File: config.mk
export PLATFORM = sky130hd
export DESIGN_NAME = ntp_sample_offset_delay_core
export DESIGN_NICKNAME = d
export VERILOG_FILES = /design/src/design/ntpsod_pkg.sv /design/src/design/ntp_sample_offset_delay_core.sv /design/src/design/ntpsod_front.sv /design/src/design/ntpsod_fifo.sv /design/src/design/ntpsod_back.sv
export SDC_FILE = /design/constraint.sdc
export NUM_CORES = 2
export LEC_CHECK = 0
export BUFFER_PORTS_ARGS = -buffer_cell sky130_fd_sc_hd__buf_2
export CORE_UTILIZATION = 59
export CTS_CLUSTER_SIZE = 14
export DETAILED_ROUTE_END_ITERATION = 12
export HOLD_SLACK_MARGIN = 0.05
export PLACE_DENSITY = 0.74
export SYNTH_ARGS = -nofsm -noshare
export SYNTH_HDL_FRONTEND = slang
export SYNTH_HIERARCHICAL = 1
export SYNTH_SLANG_ARGS = --single-unit
File: constraint.sdc
create_clock -name i_clk -period 20.6 [get_ports i_clk]
set_input_delay 1.03 -clock i_clk [delete_from_list [all_inputs] [get_ports i_clk]]
set_output_delay 1.03 -clock i_clk [all_outputs]
set_load 0.01 [all_outputs]
File: src/design/ntpsod_pkg.sv
`timescale 1ns / 1ps
`default_nettype none
package ntpsod_pkg;

    localparam int WINDOW_DEPTH = 8;
    localparam int IDX_W        = (WINDOW_DEPTH > 1) ? $clog2(WINDOW_DEPTH) : 1;
    localparam int CNT_W        = $clog2(WINDOW_DEPTH + 1);
    localparam int FIFO_DEPTH   = 2;
    localparam int FIFO_PTR_W   = (FIFO_DEPTH > 1) ? $clog2(FIFO_DEPTH) : 1;
    localparam int FIFO_CNT_W   = $clog2(FIFO_DEPTH + 1);

    // timestamp differences of one exchange, formed by the front stage
    typedef struct packed {
        logic        start;
        logic [63:0] d41;   // T4 - T1
        logic [63:0] d32;   // T3 - T2
        logic [63:0] d21;   // T2 - T1
        logic [63:0] d34;   // T3 - T4
        logic [31:0] disp;
    } t_diff;

endpackage
`default_nettype wire

File: src/design/ntp_sample_offset_delay_core.sv
`timescale 1ns / 1ps
`default_nettype none
// NTP sample core: each transfer on the input side carries one exchange
// (T1..T4 in unsigned 32.32 plus the 16.16 root dispersion) and yields one
// result: half the round-trip delay, half the offset sum (both signed 32.32,
// arithmetic shift), the max-minus-min spread of the last up to eight delays,
// and the dispersion unchanged. start_series empties the delay window before
// the current delay is stored. A front stage forms the four timestamp
// differences and hands them through a two-entry queue to a back end that
// updates the window and scans it one entry per cycle against a running
// minimum and maximum. The back end takes an item only when idle and, after
// the scan, waits until its output register is free, so it takes no new item
// before the last is through; the front keeps taking items while the queue
// has room and a finished result waits in its output register until popped.
module ntp_sample_offset_delay_core (
    input  wire                 i_clk,
    input  wire                 i_rst_n,
    input  wire                 push,
    output logic                full,
    input  wire                 i_start_series,
    input  wire  [63:0]         i_client_send_time,
    input  wire  [63:0]         i_server_receive_time,
    input  wire  [63:0]         i_server_transmit_time,
    input  wire  [63:0]         i_client_receive_time,
    input  wire  [31:0]         i_root_dispersion_in,
    output logic                empty,
    input  wire                 pop,
    output logic signed [63:0]  o_half_delay,
    output logic signed [63:0]  o_clock_offset,
    output logic [63:0]         o_delay_spread,
    output logic [31:0]         o_root_dispersion_out
);

    logic              w_q_wr;
    logic              w_q_full;
    logic              w_q_rd;
    logic              w_q_empty;
    ntpsod_pkg::t_diff w_q_wr_data;
    ntpsod_pkg::t_diff w_q_rd_data;

    ntpsod_front u_front (
        .i_clk                  (i_clk),
        .i_rst_n                (i_rst_n),
        .push                   (push),
        .full                   (full),
        .i_start_series         (i_start_series),
        .i_client_send_time     (i_client_send_time),
        .i_server_receive_time  (i_server_receive_time),
        .i_server_transmit_time (i_server_transmit_time),
        .i_client_receive_time  (i_client_receive_time),
        .i_root_dispersion_in   (i_root_dispersion_in),
        .o_q_wr                 (w_q_wr),
        .o_q_data               (w_q_wr_data),
        .i_q_full               (w_q_full)
    );

    ntpsod_fifo u_fifo (
        .i_clk     (i_clk),
        .i_rst_n   (i_rst_n),
        .i_wr      (w_q_wr),
        .i_wr_data (w_q_wr_data),
        .o_full    (w_q_full),
        .i_rd      (w_q_rd),
        .o_rd_data (w_q_rd_data),
        .o_empty   (w_q_empty)
    );

    ntpsod_back u_back (
        .i_clk                 (i_clk),
        .i_rst_n               (i_rst_n),
        .i_q_data              (w_q_rd_data),
        .i_q_empty             (w_q_empty),
        .o_q_rd                (w_q_rd),
        .empty                 (empty),
        .pop                   (pop),
        .o_half_delay          (o_half_delay),
        .o_clock_offset        (o_clock_offset),
        .o_delay_spread        (o_delay_spread),
        .o_root_dispersion_out (o_root_dispersion_out)
    );

endmodule
`default_nettype wire

File: src/design/ntpsod_front.sv
`timescale 1ns / 1ps
`default_nettype none
module ntpsod_front (
    input  wire                 i_clk,
    input  wire                 i_rst_n,
    input  wire                 push,
    output logic                full,
    input  wire                 i_start_series,
    input  wire  [63:0]         i_client_send_time,
    input  wire  [63:0]         i_server_receive_time,
    input  wire  [63:0]         i_server_transmit_time,
    input  wire  [63:0]         i_client_receive_time,
    input  wire  [31:0]         i_root_dispersion_in,
    output logic                o_q_wr,
    output ntpsod_pkg::t_diff   o_q_data,
    input  wire                 i_q_full
);

    logic              r_valid;
    ntpsod_pkg::t_diff r_item;
    logic              w_accept;

    assign o_q_wr   = r_valid && !i_q_full;
    assign o_q_data = r_item;
    assign full     = r_valid && i_q_full;
    assign w_accept = push && !full;

    always_ff @(posedge i_clk) begin
        if (!i_rst_n) begin
            r_valid <= 1'b0;
        end else if (w_accept) begin
            r_valid <= 1'b1;
        end else if (o_q_wr) begin
            r_valid <= 1'b0;
        end
    end

    always_ff @(posedge i_clk) begin
        if (w_accept) begin
            r_item.start <= i_start_series;
            r_item.d41   <= i_client_receive_time - i_client_send_time;
            r_item.d32   <= i_server_transmit_time - i_server_receive_time;
            r_item.d21   <= i_server_receive_time - i_client_send_time;
            r_item.d34   <= i_server_transmit_time - i_client_receive_time;
            r_item.disp  <= i_root_dispersion_in;
        end
    end

endmodule
`default_nettype wire

File: src/design/ntpsod_fifo.sv
`timescale 1ns / 1ps
`default_nettype none
module ntpsod_fifo (
    input  wire                 i_clk,
    input  wire                 i_rst_n,
    input  wire                 i_wr,
    input  ntpsod_pkg::t_diff   i_wr_data,
    output logic                o_full,
    input  wire                 i_rd,
    output ntpsod_pkg::t_diff   o_rd_data,
    output logic                o_empty
);

    ntpsod_pkg::t_diff                      r_mem [ntpsod_pkg::FIFO_DEPTH];
    logic [ntpsod_pkg::FIFO_PTR_W-1:0]      r_wr_ptr;
    logic [ntpsod_pkg::FIFO_PTR_W-1:0]      r_rd_ptr;
    logic [ntpsod_pkg::FIFO_CNT_W-1:0]      r_count;
    logic                                   w_wr;
    logic                                   w_rd;

    localparam logic [ntpsod_pkg::FIFO_PTR_W-1:0] PtrLast =
        ntpsod_pkg::FIFO_PTR_W'(ntpsod_pkg::FIFO_DEPTH - 1);

    assign o_full    = (r_count == ntpsod_pkg::FIFO_CNT_W'(ntpsod_pkg::FIFO_DEPTH));
    assign o_empty   = (r_count == '0);
    assign w_wr      = i_wr && !o_full;
    assign w_rd      = i_rd && !o_empty;
    assign o_rd_data = r_mem[r_rd_ptr];

    always_ff @(posedge i_clk) begin
        if (!i_rst_n) begin
            r_wr_ptr <= '0;
            r_rd_ptr <= '0;
            r_count  <= '0;
        end else begin
            if (w_wr) begin
                r_wr_ptr <= (r_wr_ptr == PtrLast) ? '0 : r_wr_ptr + 1'b1;
            end
            if (w_rd) begin
                r_rd_ptr <= (r_rd_ptr == PtrLast) ? '0 : r_rd_ptr + 1'b1;
            end
            if (w_wr && !w_rd) begin
                r_count <= r_count + 1'b1;
            end else if (w_rd && !w_wr) begin
                r_count <= r_count - 1'b1;
            end
        end
    end

    always_ff @(posedge i_clk) begin
        if (w_wr) begin
            r_mem[r_wr_ptr] <= i_wr_data;
        end
    end

endmodule
`default_nettype wire

File: src/design/ntpsod_back.sv
`timescale 1ns / 1ps
`default_nettype none
module ntpsod_back (
    input  wire                 i_clk,
    input  wire                 i_rst_n,
    input  ntpsod_pkg::t_diff   i_q_data,
    input  wire                 i_q_empty,
    output logic                o_q_rd,
    output logic                empty,
    input  wire                 pop,
    output logic signed [63:0]  o_half_delay,
    output logic signed [63:0]  o_clock_offset,
    output logic [63:0]         o_delay_spread,
    output logic [31:0]         o_root_dispersion_out
);

    typedef enum logic [1:0] {
        S_IDLE,
        S_SCAN,
        S_DONE
    } t_state;

    localparam logic [ntpsod_pkg::IDX_W-1:0] IdxLast =
        ntpsod_pkg::IDX_W'(ntpsod_pkg::WINDOW_DEPTH - 1);
    localparam logic [ntpsod_pkg::CNT_W-1:0] CntFull =
        ntpsod_pkg::CNT_W'(ntpsod_pkg::WINDOW_DEPTH);

    t_state                           r_state;
    logic [63:0]                      r_window [ntpsod_pkg::WINDOW_DEPTH];
    logic [ntpsod_pkg::IDX_W-1:0]     r_slot;
    logic [ntpsod_pkg::CNT_W-1:0]     r_count;
    logic [ntpsod_pkg::IDX_W-1:0]     r_scan;
    logic [63:0]                      r_lo;
    logic [63:0]                      r_hi;
    logic [63:0]                      r_half_delay;
    logic [63:0]                      r_half_offset;
    logic [31:0]                      r_disp;
    logic                             r_out_valid;
    logic [63:0]                      r_out_half_delay;
    logic [63:0]                      r_out_offset;
    logic [63:0]                      r_out_spread;
    logic [31:0]                      r_out_disp;

    logic [63:0]                      w_delay;
    logic [63:0]                      w_offs;
    logic [ntpsod_pkg::IDX_W-1:0]     w_slot;
    logic [ntpsod_pkg::IDX_W-1:0]     n_slot;
    logic [ntpsod_pkg::CNT_W-1:0]     n_count;
    logic [63:0]                      w_entry;
    logic                             w_last;
    logic                             w_out_free;

    assign w_delay = i_q_data.d41 - i_q_data.d32;
    assign w_offs  = i_q_data.d21 + i_q_data.d34;
    assign w_slot  = i_q_data.start ? '0 : r_slot;
    assign n_slot  = (w_slot == IdxLast) ? '0 : w_slot + 1'b1;
    assign n_count = i_q_data.start ? ntpsod_pkg::CNT_W'(1)
                   : ((r_count == CntFull) ? r_count : r_count + 1'b1);
    assign w_entry = r_window[r_scan];
    assign w_last  = (ntpsod_pkg::CNT_W'(r_scan) == r_count - 1'b1);

    assign o_q_rd     = (r_state == S_IDLE) && !i_q_empty;
    assign w_out_free = !r_out_valid || pop;

    assign empty                 = !r_out_valid;
    assign o_half_delay          = $signed(r_out_half_delay);
    assign o_clock_offset        = $signed(r_out_offset);
    assign o_delay_spread        = r_out_spread;
    assign o_root_dispersion_out = r_out_disp;

    always_ff @(posedge i_clk) begin
        if (!i_rst_n) begin
            r_state     <= S_IDLE;
            r_slot      <= '0;
            r_count     <= '0;
            r_out_valid <= 1'b0;
        end else begin
            // load a finished result, else drop the one that was transferred
            if ((r_state == S_DONE) && w_out_free) begin
                r_out_valid <= 1'b1;
            end else if (pop) begin
                r_out_valid <= 1'b0;
            end
            case (r_state)
                S_IDLE: begin
                    if (o_q_rd) begin
                        r_window[w_slot] <= w_delay;
                        r_slot           <= n_slot;
                        r_count          <= n_count;
                        r_scan           <= '0;
                        r_lo             <= w_delay;
                        r_hi             <= w_delay;
                        r_half_delay     <= {w_delay[63], w_delay[63:1]};
                        r_half_offset    <= {w_offs[63], w_offs[63:1]};
                        r_disp           <= i_q_data.disp;
                        r_state          <= S_SCAN;
                    end
                end
                S_SCAN: begin
                    // one window entry per cycle, signed order
                    if ($signed(w_entry) < $signed(r_lo)) begin
                        r_lo <= w_entry;
                    end
                    if ($signed(w_entry) > $signed(r_hi)) begin
                        r_hi <= w_entry;
                    end
                    if (w_last) begin
                        r_state <= S_DONE;
                    end else begin
                        r_scan <= r_scan + 1'b1;
                    end
                end
                S_DONE: begin
                    if (w_out_free) begin
                        r_out_half_delay <= r_half_delay;
                        r_out_offset     <= r_half_offset;
                        r_out_spread     <= r_hi - r_lo;
                        r_out_disp       <= r_disp;
                        r_state          <= S_IDLE;
                    end
                end
                default: begin
                    r_state <= S_IDLE;
                end
            endcase
        end
    end

    a_count_range: assert property (@(posedge i_clk) disable iff (!i_rst_n)
        r_count <= CntFull)
        else $error("window fill count beyond depth");

    a_scan_nonempty: assert property (@(posedge i_clk) disable iff (!i_rst_n)
        (r_state == S_SCAN) |-> (r_count != '0) && (ntpsod_pkg::CNT_W'(r_scan) < r_count))
        else $error("scan outside filled window");

    a_result_kept: assert property (@(posedge i_clk) disable iff (!i_rst_n)
        $fell(r_out_valid) && $past(i_rst_n) |-> $past(pop))
        else $error("result dropped without transfer");

    a_load_when_free: assert property (@(posedge i_clk) disable iff (!i_rst_n)
        (r_state == S_DONE) && r_out_valid && !pop |=> (r_state == S_DONE))
        else $error("result overwritten while waiting");

endmodule
`default_nettype wire
==> impl_metrics.env <==
export IMPL_status="finished clean"
export IMPL_timing_setup_tns_ns=0
export IMPL_synth_distinct_cells=114
export IMPL_drtIter0Drc=6269
export IMPL_slew_viol_final=0
export IMPL_synthesis_nets=8217
export IMPL_drive_gt1_share_pct=18.5
export IMPL_clock_sinks=1909
export IMPL_root_buffer="clkbuf_16"
export IMPL_critPathSlowestCell="buf_4"
export IMPL_area_growth_pct=11.2
export IMPL_ys_seq_area_share_pct=58.6
export IMPL_clockBufferDepth=3
export IMPL_worstSkewPairLatency_ns=0.83
export IMPL_grt_pass1_vias=61400
export IMPL_drc_errors=0
export IMPL_track_usage_pct=29.8
export IMPL_path_clk_slew_ns=0.06
export IMPL_dr_pass1_iters=6
export IMPL_power_leakage_nw=42.0
export IMPL_timing_worst_setup_path_type="flop to flop"
export IMPL_cp_top_family="compound AO/OA/AOI/OAI gates"
export IMPL_syn_area_per_cell_um2=13.3
export IMPL_path_depth=15
export IMPL_routed_wl_um=254000
export IMPL_synth_edff_count=1890
export IMPL_setup_violations=0
export IMPL_routedWlPerCell_um=24.9
export IMPL_final_antenna_net_count=0
export IMPL_cts_hold_buf=0
export IMPL_grt_max_degree=146
export IMPL_cts_tree="yes"
export IMPL_place_area_um2=102000
export IMPL_dpl_hpwl_um=185000
export IMPL_crit_top_cell="buf_4"
export IMPL_fin_crit_sh_pct=34.2
export IMPL_cp_start_kind="flop"
export IMPL_finalClockSkew_ns=0.0559
export IMPL_core_area_um2=163000
export IMPL_max_stage_delay_ns=0.81
export IMPL_tightest_slew_ns=1.29
export IMPL_maxCapViolCount=0
export IMPL_synthArstFlopShare_pct=0
export IMPL_cp_end_kind="flop"
export IMPL_pin_count=519
export IMPL_regArea_um2=57100
export IMPL_synth_top_cell_area_share_pct=58.2
export IMPL_hold_path_class="input pin to flop"
export IMPL_die_h_um=408
export IMPL_synth_most_common_cell="edfxtp_1"
export IMPL_final_min_clock_period_ns=7.04
export IMPL_yosys_area_top_type="edfxtp_1"
export IMPL_vdd_ir_drop_max_v=0.000112
export IMPL_fin_area_um2=108000
export IMPL_floorplan_rows=148
export IMPL_post_cts_buffers=0
export IMPL_final_nets=8725
export IMPL_fillers=11800
export IMPL_cp_data_arrival_time_ns=7.49
export IMPL_ys_dominant_reg_cell="edfxtp_1"
export IMPL_syn_area_um2=97500
export IMPL_synthTopCellsByArea="edfxtp_1, ha_1, mux2_4"
export IMPL_crit_end="u_back/r_lo[7]"
export IMPL_worstRegToRegCells=15
export IMPL_r2r_slack_ns=13.56
export IMPL_gp_congestion=1.01
export IMPL_overflow=0
export IMPL_netlist_instances=7344
export IMPL_grt_pass1_wl_um=373000
export IMPL_cts_resized_gates=0
export IMPL_synth_commonest_cells="edfxtp_1, ha_1, a21oi_1"
export IMPL_vias_per_cell=6.17
export IMPL_hold_viol_final=0
export IMPL_synth_warnings=6
export IMPL_die_area_um2=167000
export IMPL_io_buffers=518
export IMPL_multiInputGateArea_um2=37300
export IMPL_antenna_found_initial=48
export IMPL_crit_buf_inv=3
export IMPL_r2r_end="u_back/r_lo[7]"
export IMPL_crit_chain="buf_4 > buf_4 > mux4_2 > mux2_2 > ha_1 > a21o_1 > a21o_1 > a21oi_1 > o2111ai_1 > o21ai_0 > o211ai_1 > a41oi_1 > xor2_1 > a21boi_4 > buf_4"
export IMPL_die_w_um=408
export IMPL_h_tree_depth=4
export IMPL_cts_made_buffers=189
export IMPL_max_clock_freq_mhz=142
export IMPL_relSlewSlack_pct=13.6
export IMPL_grt_setup_unrepaired="false"
export IMPL_path_max_fanout=61
export IMPL_vias=63000
export IMPL_ys_ff_latch=1909
export IMPL_cellPowerDensity_nw_per_um2=149
export IMPL_start_util_pct=59.7
export IMPL_critical_path_required_ns=21.05
[worst min path at each step]
| stage | depth (start not counted) | slack, ns | from | to |
|---|---|---|---|---|
| after floorplan | 0 | 0.40 | u_back/r_half_offset[0] | u_back/o_clock_offset[0] |
| after global placement | 0 | 0.40 | u_back/r_half_delay[12] | u_back/o_half_delay[12] |
| after detailed placement | 0 | 0.40 | u_back/r_half_offset[38] | u_back/o_clock_offset[38] |
| after CTS | 1 | 0.31 | i_root_dispersion_in[10] | u_front/o_q_data[10] |
| after global routing | 1 | 0.32 | i_root_dispersion_in[10] | u_front/o_q_data[10] |
| final | 1 | 0.37 | i_root_dispersion_in[8] | u_front/o_q_data[8] |
[sequential cells by signal (all words and copies together) (netlist names), 2 cells and up, named ones only]
name / flops
u_fifo/r_count: 2
u_back/o_clock_offset: 63
u_fifo/r_mem: 578
u_back/r_disp: 32
u_front/o_q_data: 289
u_back/r_slot: 3
u_back/r_half_offset: 63
u_back/r_scan: 3
u_back/o_root_dispersion_out: 32
u_back/r_state: 2
u_back/r_hi: 64
u_back/r_count: 4
u_back/o_half_delay: 63
u_back/o_delay_spread: 64
u_back/r_lo: 64
u_back/r_window: 512
u_back/r_half_delay: 63
[power by group]
part	switching, mW	internal, mW	leakage [nW]
logic	4.19	2.51	21.5
clock network	1.47	1.97	3.04
registers	0.269	5.78	17.5
total	5.92	10.3	42.0
[area by class of cell]
type | instances | share of cell area (%)
Multi-Input combinational cell | 4661 | 34.4
Tap cell | 2175 | 2.51
Timing Repair Buffer | 572 | 2.80
Sequential cell | 1909 | 52.7
Clock inverter | 118 | 1.21
Antenna cell | 28 | 0.0646
Inverter | 519 | 1.80
Clock buffer | 229 | 4.52
[worst register-to-register path, cell delays in order, from the launching register on]
cell       delay [ns]
dfxtp_4          0.50
buf_4            0.66
buf_4            0.90
mux4_2           0.52
mux2_2           0.33
ha_1             0.31
a21o_1           0.18
a21o_1           0.16
a21oi_1          0.24
o2111ai_1        0.15
o21ai_0          0.69
o211ai_1         0.20
a41oi_1          0.24
xor2_1           0.13
a21boi_4         0.68
buf_4            0.67
[per-stage QoR]
stage | utilization [%] | std cells | power (mW) | hold slack (ns) | worst slack, ns
after global routing | 66.4 | 10200 | 17.0 | 0.321 | 13.22
after floorplan | - | 7344 | 10.9 | 0.400 | 6.12
final | 66.4 | 10200 | 16.2 | 0.372 | 13.56
after detailed placement | 62.5 | 9836 | 12.6 | 0.405 | 13.47
after CTS | 66.3 | 10200 | 16.1 | 0.306 | 13.43
after global placement | 62.5 | 9836 | 12.5 | 0.401 | 13.54
[cells in the final DEF (no fill, tap or decap), drive strengths merged, types with 32 or more instances in the layout]
cell type	count
mux2	374
xor2	162
nor2b	65
inv	531
a211oi	32
o21ai	300
a31oi	59
o31ai	34
nand4	139
o21bai	90
nand3	101
a21oi	564
nor3	96
nor2	290
and2	38
buf	572
nand2	498
nand2b	49
xnor2	261
a21o	320
clkinv	80
ha	573
and3	50
mux4	128
clkbuf	229
edfxtp	1890
o21a	60
[kinds of logic (layout without fill, tap and decap cells)]
group,after synthesis,after routing,share of synthesized area (%)
multiplexers,509,509,8.12
AND/OR/NAND/NOR,1451,1451,7.24
AO/OA/AOI/OAI,1698,1698,11.5
XOR/XNOR,423,423,3.80
adder cells (fa/ha/maj),580,580,7.50
flip-flops,1909,1909,58.6
other,0,28,0
buffers and inverters,774,1438,3.24
[layer usage]
layer	vias up	share of wire [%]	global-route usage, %
met5	-	0.0095	0
met4	4	4.3	12.7
met3	501	6.9	3.71
met2	2740	45	46.3
met1	31000	43	42.7
li1	28800	-	-
(Power assumes the default switching activity.)
